## src/sv/lbb_pkg.sv

```systemverilog
// Shared types, constants and envelope tables for the LED blink/breathe controller.
// Used by the controller, the datapath and the top level; depends on nothing.
package lbb_pkg;

  localparam int unsigned NOW_W      = 32;
  localparam int unsigned CFG_IDX_W  = 3;
  localparam int unsigned CFG_DATA_W = 16;
  localparam int unsigned PERIOD_W   = 16;
  localparam int unsigned TICKS_W    = 8;
  localparam int unsigned DUTY_W     = 8;
  localparam int unsigned IDX_W      = 6;
  // Pulse period times ticks per millisecond fits in 24 bits.
  localparam int unsigned PTICKS_W   = PERIOD_W + TICKS_W;

  // Reciprocals of the table lengths, scaled by 2^RECIP_SHIFT and rounded down.
  // For a 24-bit dividend the scaled product falls short of the quotient by at most one.
  localparam int unsigned RECIP_W     = 25;
  localparam int unsigned RECIP_SHIFT = 30;
  localparam logic [RECIP_W-1:0] RECIP_GREEN = 25'd23342213;
  localparam logic [RECIP_W-1:0] RECIP_RED   = 25'd23860929;

  localparam logic [IDX_W-1:0]    STEPS_GREEN  = 6'd46;
  localparam logic [IDX_W-1:0]    STEPS_RED    = 6'd45;
  localparam logic [DUTY_W-1:0]   DUTY_FULL    = 8'd255;
  localparam logic [PERIOD_W-1:0] BLINK_RESET  = 16'd250;
  localparam logic [PERIOD_W-1:0] PULSE_RESET  = 16'd1500;
  localparam logic [TICKS_W-1:0]  TICKS_RESET  = 8'd48;

  typedef enum logic [1:0] {
    MODE_OFF   = 2'd0,
    MODE_ON    = 2'd1,
    MODE_BLINK = 2'd2,
    MODE_PULSE = 2'd3
  } mode_e;

  typedef enum logic [CFG_IDX_W-1:0] {
    REG_MODE         = 3'd0,
    REG_COLOUR       = 3'd1,
    REG_BLINK_PERIOD = 3'd2,
    REG_PULSE_PERIOD = 3'd3,
    REG_TICKS        = 3'd4
  } cfg_reg_e;

  typedef struct packed {
    logic capture;     // latch the timestamp of an accepted request
    logic advance;     // advance the carrier, update blink, form period ticks
    logic div_load;    // estimate the step length, start the pulse if needed
    logic div_step;    // correct the estimate and form the remainder
    logic pulse_step;  // take one envelope step
    logic emit;        // load the result register
  } cmd_t;

  typedef struct packed {
    mode_e mode;
    logic  step_ready;  // enough carrier ticks have gone by for the next step
  } status_t;

  localparam logic [DUTY_W-1:0] ENV_GREEN [46] = '{
    8'd0,   8'd1,   8'd2,   8'd4,   8'd7,   8'd11,  8'd16,  8'd22,
    8'd29,  8'd37,  8'd46,  8'd56,  8'd67,  8'd79,  8'd92,  8'd106,
    8'd121, 8'd137, 8'd154, 8'd172, 8'd191, 8'd211, 8'd232, 8'd255,
    8'd232, 8'd211, 8'd191, 8'd172, 8'd154, 8'd137, 8'd121, 8'd106,
    8'd92,  8'd79,  8'd67,  8'd56,  8'd46,  8'd37,  8'd29,  8'd22,
    8'd16,  8'd11,  8'd7,   8'd4,   8'd2,   8'd1
  };

  localparam logic [DUTY_W-1:0] ENV_RED [45] = '{
    8'd0,   8'd4,   8'd7,   8'd11,  8'd16,  8'd23,  8'd31,  8'd40,
    8'd50,  8'd61,  8'd73,  8'd86,  8'd100, 8'd115, 8'd131, 8'd148,
    8'd166, 8'd185, 8'd205, 8'd225, 8'd245, 8'd252, 8'd255, 8'd255,
    8'd252, 8'd245, 8'd225, 8'd205, 8'd185, 8'd166, 8'd148, 8'd131,
    8'd115, 8'd100, 8'd86,  8'd73,  8'd61,  8'd50,  8'd40,  8'd31,
    8'd23,  8'd16,  8'd11,  8'd7,   8'd4
  };

  function automatic logic [DUTY_W-1:0] env_duty(logic red, logic [IDX_W-1:0] idx);
    logic [DUTY_W-1:0] d;
    d = '0;
    if (red) begin
      if (idx < STEPS_RED) d = ENV_RED[idx];
    end else begin
      if (idx < STEPS_GREEN) d = ENV_GREEN[idx];
    end
    return d;
  endfunction

endpackage

```

## src/sv/lbb_ctrl.sv

```systemverilog
// Sequencing state machine of the LED blink/breathe controller.
// Depends on lbb_pkg for the command and status structs.
module lbb_ctrl import lbb_pkg::*; (
  input  logic    clk_i,
  input  logic    rst_ni,
  input  logic    in_valid_i,
  output logic    in_ready_o,
  input  logic    out_ready_i,
  output logic    out_valid_o,
  input  status_t status_i,
  output cmd_t    cmd_o
);

  typedef enum logic [2:0] {
    ST_IDLE,
    ST_ADV,
    ST_DIV_LOAD,
    ST_DIV,
    ST_STEP,
    ST_DONE
  } state_e;

  state_e state_q, state_d;
  logic   out_valid_q, out_valid_d;
  logic   emit;

  assign emit = (state_q == ST_DONE) && (!out_valid_q || out_ready_i);

  always_comb begin
    state_d     = state_q;
    cmd_o       = '0;
    cmd_o.emit  = emit;
    out_valid_d = emit || (out_valid_q && !out_ready_i);
    case (state_q)
      ST_IDLE: begin
        if (in_valid_i) begin
          cmd_o.capture = 1'b1;
          state_d       = ST_ADV;
        end
      end
      ST_ADV: begin
        cmd_o.advance = 1'b1;
        state_d = (status_i.mode == MODE_PULSE) ? ST_DIV_LOAD : ST_DONE;
      end
      ST_DIV_LOAD: begin
        cmd_o.div_load = 1'b1;
        state_d        = ST_DIV;
      end
      ST_DIV: begin
        cmd_o.div_step = 1'b1;
        state_d        = ST_STEP;
      end
      ST_STEP: begin
        // One envelope step a cycle until the carrier has not yet reached the next one.
        cmd_o.pulse_step = status_i.step_ready;
        if (!status_i.step_ready) state_d = ST_DONE;
      end
      ST_DONE: begin
        if (emit) state_d = ST_IDLE;
      end
      default: begin
        state_d = ST_IDLE;
      end
    endcase
  end

  always_ff @(posedge clk_i or negedge rst_ni) begin
    if (!rst_ni) begin
      state_q     <= ST_IDLE;
      out_valid_q <= 1'b0;
    end else begin
      state_q     <= state_d;
      out_valid_q <= out_valid_d;
    end
  end

  assign in_ready_o  = (state_q == ST_IDLE);
  assign out_valid_o = out_valid_q;

endmodule

```

## config.mk

```make
export PLATFORM = sky130hd
export DESIGN_NAME = lbb_ctrl
export DESIGN_NICKNAME = d
export VERILOG_FILES = /design/src/sv/lbb_pkg.sv /design/src/sv/lbb_ctrl.sv
export SDC_FILE = /design/constraint.sdc
export NUM_CORES = 1
export LEC_CHECK = 0
export ABC_AREA = 1
export BUFFER_PORTS_ARGS = -buffer_cell sky130_fd_sc_hd__buf_2
export CAP_MARGIN = 20
export CORE_AREA = 2 2 39 41
export DETAILED_ROUTE_END_ITERATION = 7
export DIE_AREA = 0 0 41 43
export HOLD_SLACK_MARGIN = 0.06
export PLACE_DENSITY_LB_ADDON = 0.3
export SLEW_MARGIN = 0
export SYNTH_ARGS = -nofsm -noshare
export SYNTH_HDL_FRONTEND = slang
export SYNTH_SLANG_ARGS = --single-unit
```

## constraint.sdc

```tcl
create_clock -name clk_i -period 1 [get_ports clk_i]
set_input_delay 0.15 -clock clk_i [delete_from_list [all_inputs] [get_ports clk_i]]
set_output_delay 0.15 -clock clk_i [all_outputs]
set_load 0.02 [all_outputs]
```

# --- Yosys cells after proc, flatten, opt, wreduce, memory -nomap -nowiden ---
# Cells that the tools add are included.
word_totals:
  word_cells: 30
  reg_bits: 4
classes:
  n_eq_ne: 9
  n_mux: 11
  reduce_logical: 8
op_table:
  columns: ["operator", "count"]
  rows:
  - ["3-bit case mux with 6 select lines", 1]
  - ["3-bit 2-to-1 mux", 4]
  - ["3-bit by 2-bit == test with 1-bit output, second input constant", 2]
  - ["3-bit == test, second input constant", 2]
  - ["1-bit 2-to-1 mux", 6]
  - ["2-bit inequality test, second input constant", 3]
  - ["3-bit by 1-bit == test with 1-bit output, second input constant", 1]
  - ["3-bit logical NOT", 1]
  - ["3-bit AND reduction", 1]
  - ["2-bit == test, second input constant", 1]
  - ["1-bit logical AND", 2]
  - ["1-bit logical NOT", 2]
  - ["1-bit logical OR", 2]

# --- Longest topological paths before layout ---
# Gate-level depths: netlist of run 1.
depth:
  word_depth: 5
  ltp_mapped: 7
  mapped_depth_nobuf: 7

# --- Least setup slack after synthesis of run 1 ---
# OpenSTA, ideal clock, no wires.
synth_path:
  kind: "flip-flop to flip-flop"
  from: "register state_q[2]"
  to: "register state_q[2]"
  t_required_ps: 935
  path_buffers: 0
  path_slack_ps: -200
  stages_incl_launch_ff: 7
  t_arrival_ps: 1135
  cell_sequence: "dfrtp_1 -> inv_2 -> nand2_1 -> nor2_1 -> nand3b_1 -> nand2_1 -> nand2_1"
synth_between:
  elab_chain_len: 4
synth_lines:
  columns: ["item", "line_no", "source"]
  rows:
  - ["from (decl)", "lbb_ctrl.sv:23", "state_e state_q, state_d;"]
  - ["from (signal assigned)", "lbb_ctrl.sv:72", "state_q <= state_d;"]
  - ["3-bit == test", "lbb_ctrl.sv:27, lbb_ctrl.sv:34", null]
  - ["1-bit logical AND", "lbb_ctrl.sv:27", "assign emit = (state_q == ST_DONE) && (!out_valid_q || out_ready_i);"]
  - ["2-bit inequality test (no source line)", null, null]
  - ["3-bit AND reduction (no source line)", null, null]
# Several ways; a longest one is shown, not always the timed one.
# A chain may end at the register's enable or synchronous reset.

==> results.md, run 1 <==
- Outcome: finished with violations
- Violated checks: setup timing
- Hold WS: 220 ps
- Design Area, Final: slightly below 600 um^2
- Max-slew violation count: 0
- Routability cong.: between 0.7 and 0.8
- Die extent in y: 43 um
- DRC errors left: 0
- Pre-antenna DRT Iters: 2
- Most frequent cells in the layout: buf_4 (14), nand2_1 (9), buf_2 (7), nor2_4 (6)
- Clock Sinks: 4
- Final Hold Fails: 0
- Leak: roughly 0.32 nW
- Avg Inst Size Synth: just under 7 um^2
- Total CTS buffers: 3
- Buffers on Ports: 14
- Fraction of layout cells with a size suffix above 1: 69.4%
- Nets: 80
- Maximum VDD drop: 1.58 mV
- Least-Margin Pin Slew: roughly 150 ps
- Seq/Total Area, Yosys: 34.9%
- Hold Crit Class: in2reg
- Pwr dens: 3250 nW/um^2
- Initial Util: 20.7%
- GRT Residual Overflow: 0
- RSZ-0062 raised after global routing: yes
- Place WS: -184 ps
- Die area: 1760 um^2
- Antenna fix cells: 0
- CP Class: reg2out
- Gr usage total: 12.2%
- Vias in the first global route: roughly 350
- Post-Synthesis Cell Area: around 290 um^2
- Row count: 14
- Routed Antenna Nets: 0
- PnR worst setup slack: -297 ps
- H-Tree Depth: 1
- Max FO, Critical Path: 4
- Vias per std cell: 4.10
- Cells after Synth: 42
- Largest net degree at the start of global routing: 6
- Relative slew slack: between 90% and 100%
- Ports: 15
- Fillcell total: 149
- Synth warn: 0
- Post-DR wirelength/cell: 9.10 um
- Layout Skew: 3.69 ps
- Worst-Skew Late Latency: 240 ps
- Commonest non-fill, non-tap cell in the layout: buf_4
- Final period utilization: 130%
- Startpoint class of the critical path: register
- Root buffer cell: clkbuf_4
- Chip Width: roughly 41 um
- Antenna violations before repair: 0
- Setup crit end kind: output pin
- DP Wirelength: 555 um
- Clock slew at reported path FFs: 40 ps
- Worst EP arrival: 1150 ps
- Crit path time final: 1300 ps
- Iteration-0 DRC Markers: 2
- Post-DP Area: 440 um^2
- Synth cell types: 15
- Clock Tree Buf Depth: 2
- Final setup fails: 9
- First-pass GRT wire length: 1.39 mm
- Seq cells post-synth: 4
- Highest clock rate: 771 MHz
- Core box area: 1380 um^2
- Total wire length: 801 um
- TritonCTS clock tree: built
- Area Growth Syn to Fin: 104%
- Max Cap Viol: 0
- Via count: around 360
- WP data required: 850 ps
- Mapped Nets: 49
==> layout make-up <==
cell class / count / area, um^2 / share of cell area [%]
flip-flops and latches: 4 / 104 / 17.7
inverters: 8 / 30.0 / 5.13
well taps: 16 / 20.0 / 3.42
multi-input cells: 29 / 199 / 34.0
clock buffers: 4 / 26.3 / 4.49
repair buffers: 27 / 206 / 35.3
==> synth_stat cells <==
master	instances	share of area, %
nor2_4	2	7.9
nand2_1	11	14
o21bai_1	1	2.6
nand3_2	1	3.5
or2_2	1	2.2
nor2_1	7	9.2
buf_4	1	2.6
o22ai_1	1	2.2
dfrtp_1	4	35
nand3_1	2	3.5
o21ai_0	1	1.7
inv_1	6	7.9
nand2_2	1	2.2
inv_2	2	2.6
nand3b_1	1	2.6
==> final timing paths <==
kind	from	endpoint	slack, ps	cells past startpoint
setup / recovery	state_q[0]	cmd_o[0]	-300	5
hold / removal	out_ready_i	out_valid_o	220	3
setup reg to reg	state_q[0]	state_q[2]	-190	8
hold reg to reg	out_valid_o	out_valid_o	670	3
max in group asynchronous	rst_ni	state_q[0]	610	2
min in group asynchronous	rst_ni	state_q[2]	250	2
==> critical path, stage by stage, from the launching register on <==
cell and delay (ps):
dfrtp_2 410, inv_2 70, nor2_4 130, nand2_2 90, nor2_4 100, buf_6 120
==> logic make-up after synthesis <==
family / synth area share, %
simple gates: 45.4
buf+inv: 13.1
flops: 34.9
compound gates: 6.55
==> routing by layer <==
metal	wire (um)	GRT usage [%]
met5	0	0
met4	12	8.00
met1	344	15.0
met3	37	3.14
met2	405	17.8
==> flip-flops by register name, indices dropped and copies added (netlist names) <==
signal,count
out_valid_o,1
state_q,3
==> stage by stage <==
step	power, mW	setup TNS (ps)	cells	util, %
global placement	1.29	-804	78	31.8
detailed placement	1.30	-908	78	31.8
CTS	1.87	-2090	88	41.3
floorplan	0.930	-234	42	-
finish	1.90	-2170	88	42.3
global route	2.06	-2890	88	42.3
==> power by group <==
group | internal, mW | switching, mW | total, mW
sequential | 0.243 | 0.0903 | 0.333
clock | 0.150 | 0.0767 | 0.227
combinational | 0.669 | 0.673 | 1.34
total | 1.06 | 0.840 | 1.90
==> what timing repair did <==
item | in CTS | in global routing
hold endpoints to repair | 4 | 0
pin swaps | 5 | 6
resized for setup | 20 | 4
buffers inserted | 5 | 0
endpoints found under the setup margin | 9 | 9
hold buffers | 1 | 0
No activity file was read; power rests on OpenSTA's default activity.
==> inputs of run 2 (changes only) <==
--- a/config.mk
+++ b/config.mk
@@ -5,7 +5,6 @@
 export SDC_FILE = /design/constraint.sdc
 export NUM_CORES = 1
 export LEC_CHECK = 0
-export ABC_AREA = 1
 export BUFFER_PORTS_ARGS = -buffer_cell sky130_fd_sc_hd__buf_2
 export CAP_MARGIN = 20
 export CORE_AREA = 2 2 39 41
==> run 2 against run 1 <==
Net effect: clock skew increased by 0.94 ps; fmax decreased by 2.2%; hold slack got worse by 65 ps; routed wire length decreased by 4.2%; sequential share of layout area increased by 3.3 points; core utilization decreased by 6.6 points; the flow still finishes with violations (setup timing); largest power group unchanged; first-iteration DRC count increased by 50%; register-to-register slack improved by 100 ps; area after synthesis decreased by 7.9%.
==> results.md, run 2 <==
- Outcome: finished with violations
- Violated checks: setup timing
- GR Layer Usage met3: 4.71% (+1.6 points)
- Maximum VDD drop: 1.20 mV (-24%)
- Setup crit end kind: output pin
- Final setup fails: 8 (-1)
- Vias in the first global route: 306 (-14%)
- Grt peak-use layer: met2
- First-pass GRT wire length: 1.18 mm (-15%)
- Yosys top cell area share: 37.9% (+3.0 points)
- Initial Util: 19.1% (-1.6 points)
- Worst hold stages: 2 (-1)
- Chip Width: 41 um (unchanged)
- Hold WS: 154 ps (-65.4 ps)
- DP Cell Count: 61 (-22%)
- Switching share of power: 41.4% (-2.7 points)
- Antenna fix cells: 0 (unchanged)
- Crit path time final: 1330 ps (+29.7 ps)
- Clock Sinks: 4 (unchanged)
- Number of flip-flops in the largest register: 3 (unchanged)
- Ports: 15 (unchanged)
- Clk pwr share: 14.6% (+2.7 points)
- Seq cells post-synth: 4 (unchanged)
- Highest clock rate: 754 MHz (-2.2%)
- Area Growth Syn to Fin: 87.2%
- Met1 Usage GRT: 12.6% (-2.4 points)
- Combinational Power Share: 60.8% (-9.7 points)
- Ys async rst share: 100% (unchanged)
- Max Cap Viol: 0 (unchanged)
- Least-Margin Pin Slew: 204 ps (+56.9 ps)
- Design Area, Final: 494 um^2 (-16%)
- Largest stage delay, worst path: 450 ps (+40 ps)
- Int Power: 0.936 mW (-12%)
- Die extent in y: 43 um (unchanged)
- Worst-Skew Late Latency: 240 ps (about the same)
- DRC errors left: 0 (unchanged)
- Hold Crit Class: in2reg
- H-Tree Depth: 1 (unchanged)
- Antenna violations before repair: 0 (unchanged)
- Clock slew at reported path FFs: 40 ps (about the same)
- Worst EP arrival: 1180 ps (+30 ps)
- Fin cells: 71 (-19%)
- Pwr dens: 3230 nW/um^2 (-0.42%)
- Vias per std cell: 4.28 (+4.4%)
- Total CTS buffers: 3 (unchanged)
- Die area: 1760 um^2 (unchanged)
- Iteration-0 DRC Markers: 3 (+1)
- Fillcell total: 156 (+4.7%)
- WP data required: 850 ps (about the same)
- Routability cong.: 0.673 (-14%)
- Final period utilization: 133% (+3.0 points)
- Synth top area cells: dfrtp_1 (38%), mux2i_1 (7.6%), nor2_1 (7.1%)
- Largest Register: state_q
- RSZ-0062 raised after global routing: yes
- Post-synth EDFFs: 0 (unchanged)
- Via count: 304 (-16%)
- TritonCTS clock tree: built
- Mapped Nets: 37 (-24%)
- Leak: 0.247 nW (-22%)
- Max-slew violation count: 0 (unchanged)
- PnR worst setup slack: -326 ps (-29.7 ps)
- Most used DFF post-synth: dfrtp_1
- Avg Inst Size Synth: 8.80 um^2 (+29%)
- Core box area: 1380 um^2 (unchanged)
- Max FO, Critical Path: 6 (+2)
- Clock Tree Buf Depth: 2 (unchanged)
- Leading area contributor after synthesis: dfrtp_1
- Crit-path cells: nor3_4 -> and2_4 -> buf_6
- CP max-delay cell: dfrtp_2
- Multi-input logic area: 176 um^2 (-11%)
- Relative slew slack: 86.4% (-3.7 points)
- Post-DP Area: 388 um^2 (-12%)
- Routed Antenna Nets: 0 (unchanged)
- Buffers on Ports: 14 (unchanged)
- Synth cell types: 17 (+2)
- Largest net degree at the start of global routing: 9 (+3)
- DP Wirelength: 504 um (-9.1%)
- Gr usage total: 10.7% (-1.5 points)
- Post-DR wirelength/cell: 10.8 um (+19%)
- CP Class: reg2out
- Total wire length: 767 um (-4.2%)
- Post-Synthesis Cell Area: 264 um^2 (-7.9%)
- Post-synth top cells: nor2_1 (5), dfrtp_1 (4), nand2_1 (3)
- Total power: 1.60 mW (-16%)
- Startpoint class of the critical path: register
- Seq/Total Area, Yosys: 37.9% (+3.0 points)
- Cells after Synth: 30 (-29%)
- R2R depth: 4 (-4)
- Row count: 14 (unchanged)
- Root buffer cell: clkbuf_4
- Fraction of layout cells with a size suffix above 1: 63.6% (-5.8 points)
- Final Hold Fails: 0 (unchanged)
- Met2 usage: 14.4% (-3.4 points)
- Nets: 63 (-21%)
- Top-count cell post-synth: nor2_1
- Pre-antenna DRT Iters: 4 (+2)
- Sequential cell area: 104 um^2 (unchanged)
- Net Switching: 0.662 mW (-21%)
- GRT Residual Overflow: 0 (unchanged)
- Layout Skew: 4.64 ps (+0.944 ps)
- Flop pwr share: 24.6% (+7.1 points)
- Final core occ: 35.7% (-6.6 points)
- Most frequent cells in the layout: buf_2 (9), buf_4 (9), buf_6 (4)
- Synth warn: 0 (unchanged)
[run 2: cell count changes after synthesis, moves of 2 or more]
cell / previous run / this run
inv_1: 6 / 0
mux2i_1: 0 / 2
nand2b_1: 0 / 2
nand2_1: 11 / 3
nand3_1: 2 / 0
nor2_4: 2 / 0
nor2_1: 7 / 5
inv_2: 2 / 0
[run 2: per-layer routing]
metal | vias up | part of all wire (%)
li1 | 152 | -
met1 | 139 | 42
met2 | 13 | 51
met3 | 0 | 6.9
met4 | 0 | 0
met5 | - | 0
[run 2: final timing paths]
| check | startpoint | end | slack [ps] |
|---|---|---|---|
| max | state_q[1] | cmd_o[5] | -330 |
| min | status_i[2] | state_q[1] | 150 |
| max reg2reg | state_q[2] | state_q[1] | -90 |
| min reg2reg | out_valid_o | out_valid_o | 520 |
| max in group asynchronous | rst_ni | state_q[2] | 620 |
| min in group asynchronous | rst_ni | state_q[0] | 240 |
[run 2: what timing repair did]
item,in CTS,in global routing
setup buffers,2,3
hold buffers,1,0
resized for setup,8,7
hold endpoints to repair,4,0
pin swaps,0,1
endpoints found under the setup margin,9,10
[run 2: metrics by stage]
| step | setup slack, ps | TNS, ps |
|---|---|---|
| 2_1_floorplan | -141 | -141 |
| 3_3_place_gp | -108 | -614 |
| 3_5_place_dp | -107 | -551 |
| 4_1_cts | -333 | -2200 |
| 5_1_grt | -387 | -2760 |
| 6_report | -326 | -2130 |
[run 2: power by group through the flow]
stage               combinational (mW)  clock [mW]  sequential [mW]
finish                           0.971       0.234            0.393
global route                      1.05       0.256            0.413
CTS                              0.863       0.244            0.396
detailed placement               0.745           0            0.398
global placement                 0.750           0            0.393
floorplan                        0.576           0            0.355
[run 2: cell type report]
class | instances | share of cell area, %
flip-flops and latches | 4 | 21.0
well taps | 16 | 4.05
multi-input cells | 24 | 35.7
clock buffers | 4 | 5.32
repair buffers | 23 | 33.9
[run 2: logic make-up after synthesis]
| group | Yosys count | synth area share (%) |
|---|---|---|
| simple gates | 17 | 34.1 |
| compound gates | 5 | 13.3 |
| flops | 4 | 37.9 |
| mux | 2 | 7.58 |
| buf+inv | 2 | 7.11 |
[run 2: critical path, delay by kind of cell (launching register included)]
kind | cells | cell delay [ps]
buf+inv | 1 | 110
flops | 1 | 450
simple gates | 2 | 380
==> inputs of run 3 (changes only) <==
--- a/config.mk
+++ b/config.mk
@@ -12,6 +12,7 @@
 export DIE_AREA = 0 0 41 43
 export HOLD_SLACK_MARGIN = 0.06
 export PLACE_DENSITY_LB_ADDON = 0.3
+export RECOVER_POWER = 100
 export SLEW_MARGIN = 0
 export SYNTH_ARGS = -nofsm -noshare
 export SYNTH_HDL_FRONTEND = slang
==> run 3 against run 2 <==
Net effect: largest power group unchanged; die area is the same; highest routed layer unchanged; the flow still finishes with violations (setup timing); sequential share of layout area grew 0.053 points; critical path type unchanged; combinational power is essentially flat; first-iteration DRC count is the same; flip-flop and latch count is the same; hold slack is the same; clock power is essentially flat; critical path depth is the same.
==> results.md, run 3 (synthesis gave the netlist of run 2 again) <==
- Outcome: finished with violations
- Violated checks: setup timing
- Largest Register: state_q
- Least-Margin Pin Slew: 216 ps (+12.2 ps)
- Hold Crit Class: in2reg
- Met1 Usage GRT: 12.6% (unchanged)
- Chip Width: 41 um (unchanged)
- Final setup fails: 8 (unchanged)
- DRC errors left: 0 (unchanged)
- Area Growth Syn to Fin: 86.7%
- Total CTS buffers: 3 (unchanged)
- GR Layer Usage met3: 4.71% (unchanged)
- Multi-input logic area: 176 um^2 (unchanged)
- Max FO, Critical Path: 6 (unchanged)
- Total wire length: 763 um (-0.52%)
- Post-DR wirelength/cell: 10.7 um (-0.52%)
- Met2 usage: 14.4% (unchanged)
- Routed Antenna Nets: 0 (unchanged)
- DP Wirelength: 504 um (unchanged)
- Clock slew at reported path FFs: 40 ps (about the same)
- Setup crit end kind: output pin
- Max-slew violation count: 0 (unchanged)
- Clock Sinks: 4 (unchanged)
- Crit path time final: 1330 ps (unchanged)
- Die area: 1760 um^2 (unchanged)
- Hold WS: 154 ps (unchanged)
- Max Cap Viol: 0 (unchanged)
- Antenna fix cells: 0 (unchanged)
- Clock Tree Buf Depth: 2 (unchanged)
- Leak: 0.244 nW (-1.2%)
- CP Class: reg2out
- RSZ-0062 raised after global routing: yes
- Die extent in y: 43 um (unchanged)
- R2r startpoint: state_q[2]
- Worst-Skew Late Latency: 240 ps (about the same)
- Antenna violations before repair: 0 (unchanged)
- Vias in the first global route: 306 (unchanged)
- Worst EP arrival: 1180 ps (about the same)
- H-Tree Depth: 1 (unchanged)
- Ports: 15 (unchanged)
- Highest clock rate: 754 MHz (unchanged)
- Relative slew slack: 85.6% (-0.81 points)
- Sequential cell area: 104 um^2 (unchanged)
- Largest net degree at the start of global routing: 9 (unchanged)
- Startpoint class of the critical path: register
- Fraction of layout cells with a size suffix above 1: 61.8% (-1.8 points)
- Most frequent cells in the layout: buf_4 (8), buf_2 (7), clkbuf_4 (4), buf_6 (4)
- GRT Residual Overflow: 0 (unchanged)
- Buffers on Ports: 14 (unchanged)
- Fillcell total: 155 (-0.64%)
- Core box area: 1380 um^2 (unchanged)
- Row count: 14 (unchanged)
- Pre-antenna DRT Iters: 4 (unchanged)
- Root buffer cell: clkbuf_4
- Final Hold Fails: 0 (unchanged)
- Grt peak-use layer: met2
- PnR worst setup slack: -326 ps (unchanged)
- Layout Skew: 3.82 ps (-0.820 ps)
- Vias per std cell: 4.28 (unchanged)
- Nets: 63 (unchanged)
- Maximum VDD drop: 1.20 mV (about the same)
- Crit path from: state_q[1]
- Commonest non-fill, non-tap cell in the layout: buf_4
- Final core occ: 35.6% (-0.090 points)
- Initial Util: 19.1% (unchanged)
- Routability cong.: 0.673 (unchanged)
- Number of flip-flops in the largest register: 3 (unchanged)
- WP data required: 850 ps (about the same)
- Gr usage total: 10.7% (unchanged)
- Final period utilization: 133% (unchanged)
- Pwr dens: 3240 nW/um^2 (+0.16%)
- Via count: 304 (unchanged)
- Hold_sp: status_i[2]
- TritonCTS clock tree: built
- Iteration-0 DRC Markers: 3 (unchanged)
- First-pass GRT wire length: 1.18 mm (unchanged)
[run 3: critical path, cell delays in order (launching register included)]
cell     delay (ps)
dfrtp_2         450
nor3_4          210
and2_4          170
buf_6           110
[run 3: cell type report]
cell class / instances / area share (%)
Sequential cell: 4 / 21.1
Multi-Input combinational cell: 24 / 35.8
Clock buffer: 4 / 5.33
Timing Repair Buffer: 23 / 33.8
Tap cell: 16 / 4.06
[run 3: metal layers]
metal,part of all wire (%),vias to the layer above
li1,-,152
met1,42,139
met2,52,13
met3,6.8,0
met4,0,0
met5,0,-
[run 3: where the power goes]
group          internal [mW]  switching [mW]
Sequential             0.244           0.150
Clock                  0.151          0.0840
Combinational          0.539           0.429
[run 3: per-stage QoR]
step / setup slack [ps] / power, mW / area, um^2 / instances / TNS, ps
floorplan: -141 / 0.931 / 294 / 30 / -141
global placement: -108 / 1.14 / 388 / 61 / -614
detailed placement: -107 / 1.14 / 388 / 61 / -551
CTS: -333 / 1.50 / 453 / 68 / -2200
global route: -387 / 1.71 / 493 / 71 / -2750
finish: -326 / 1.60 / 493 / 71 / -2130
[run 3: repair_timing]
item / 4_1_cts / 5_1_grt
buffers inserted: 2 / 3
hold endpoints to repair: 4 / 0
resized for setup: 8 / 7
hold buffers: 1 / 0
setup endpoints to repair: 9 / 10
pin swaps: 0 / 1
[run 3: final timing paths]
| check | endpoint | slack [ps] | depth (start not counted) |
|---|---|---|---|
| max | cmd_o[5] | -330 | 3 |
| min | state_q[1] | 150 | 2 |
| max reg2reg | state_q[1] | -90 | 4 |
| min reg2reg | out_valid_o | 520 | 2 |
| max in group asynchronous | state_q[2] | 530 | 2 |
| min in group asynchronous | state_q[0] | 270 | 2 |
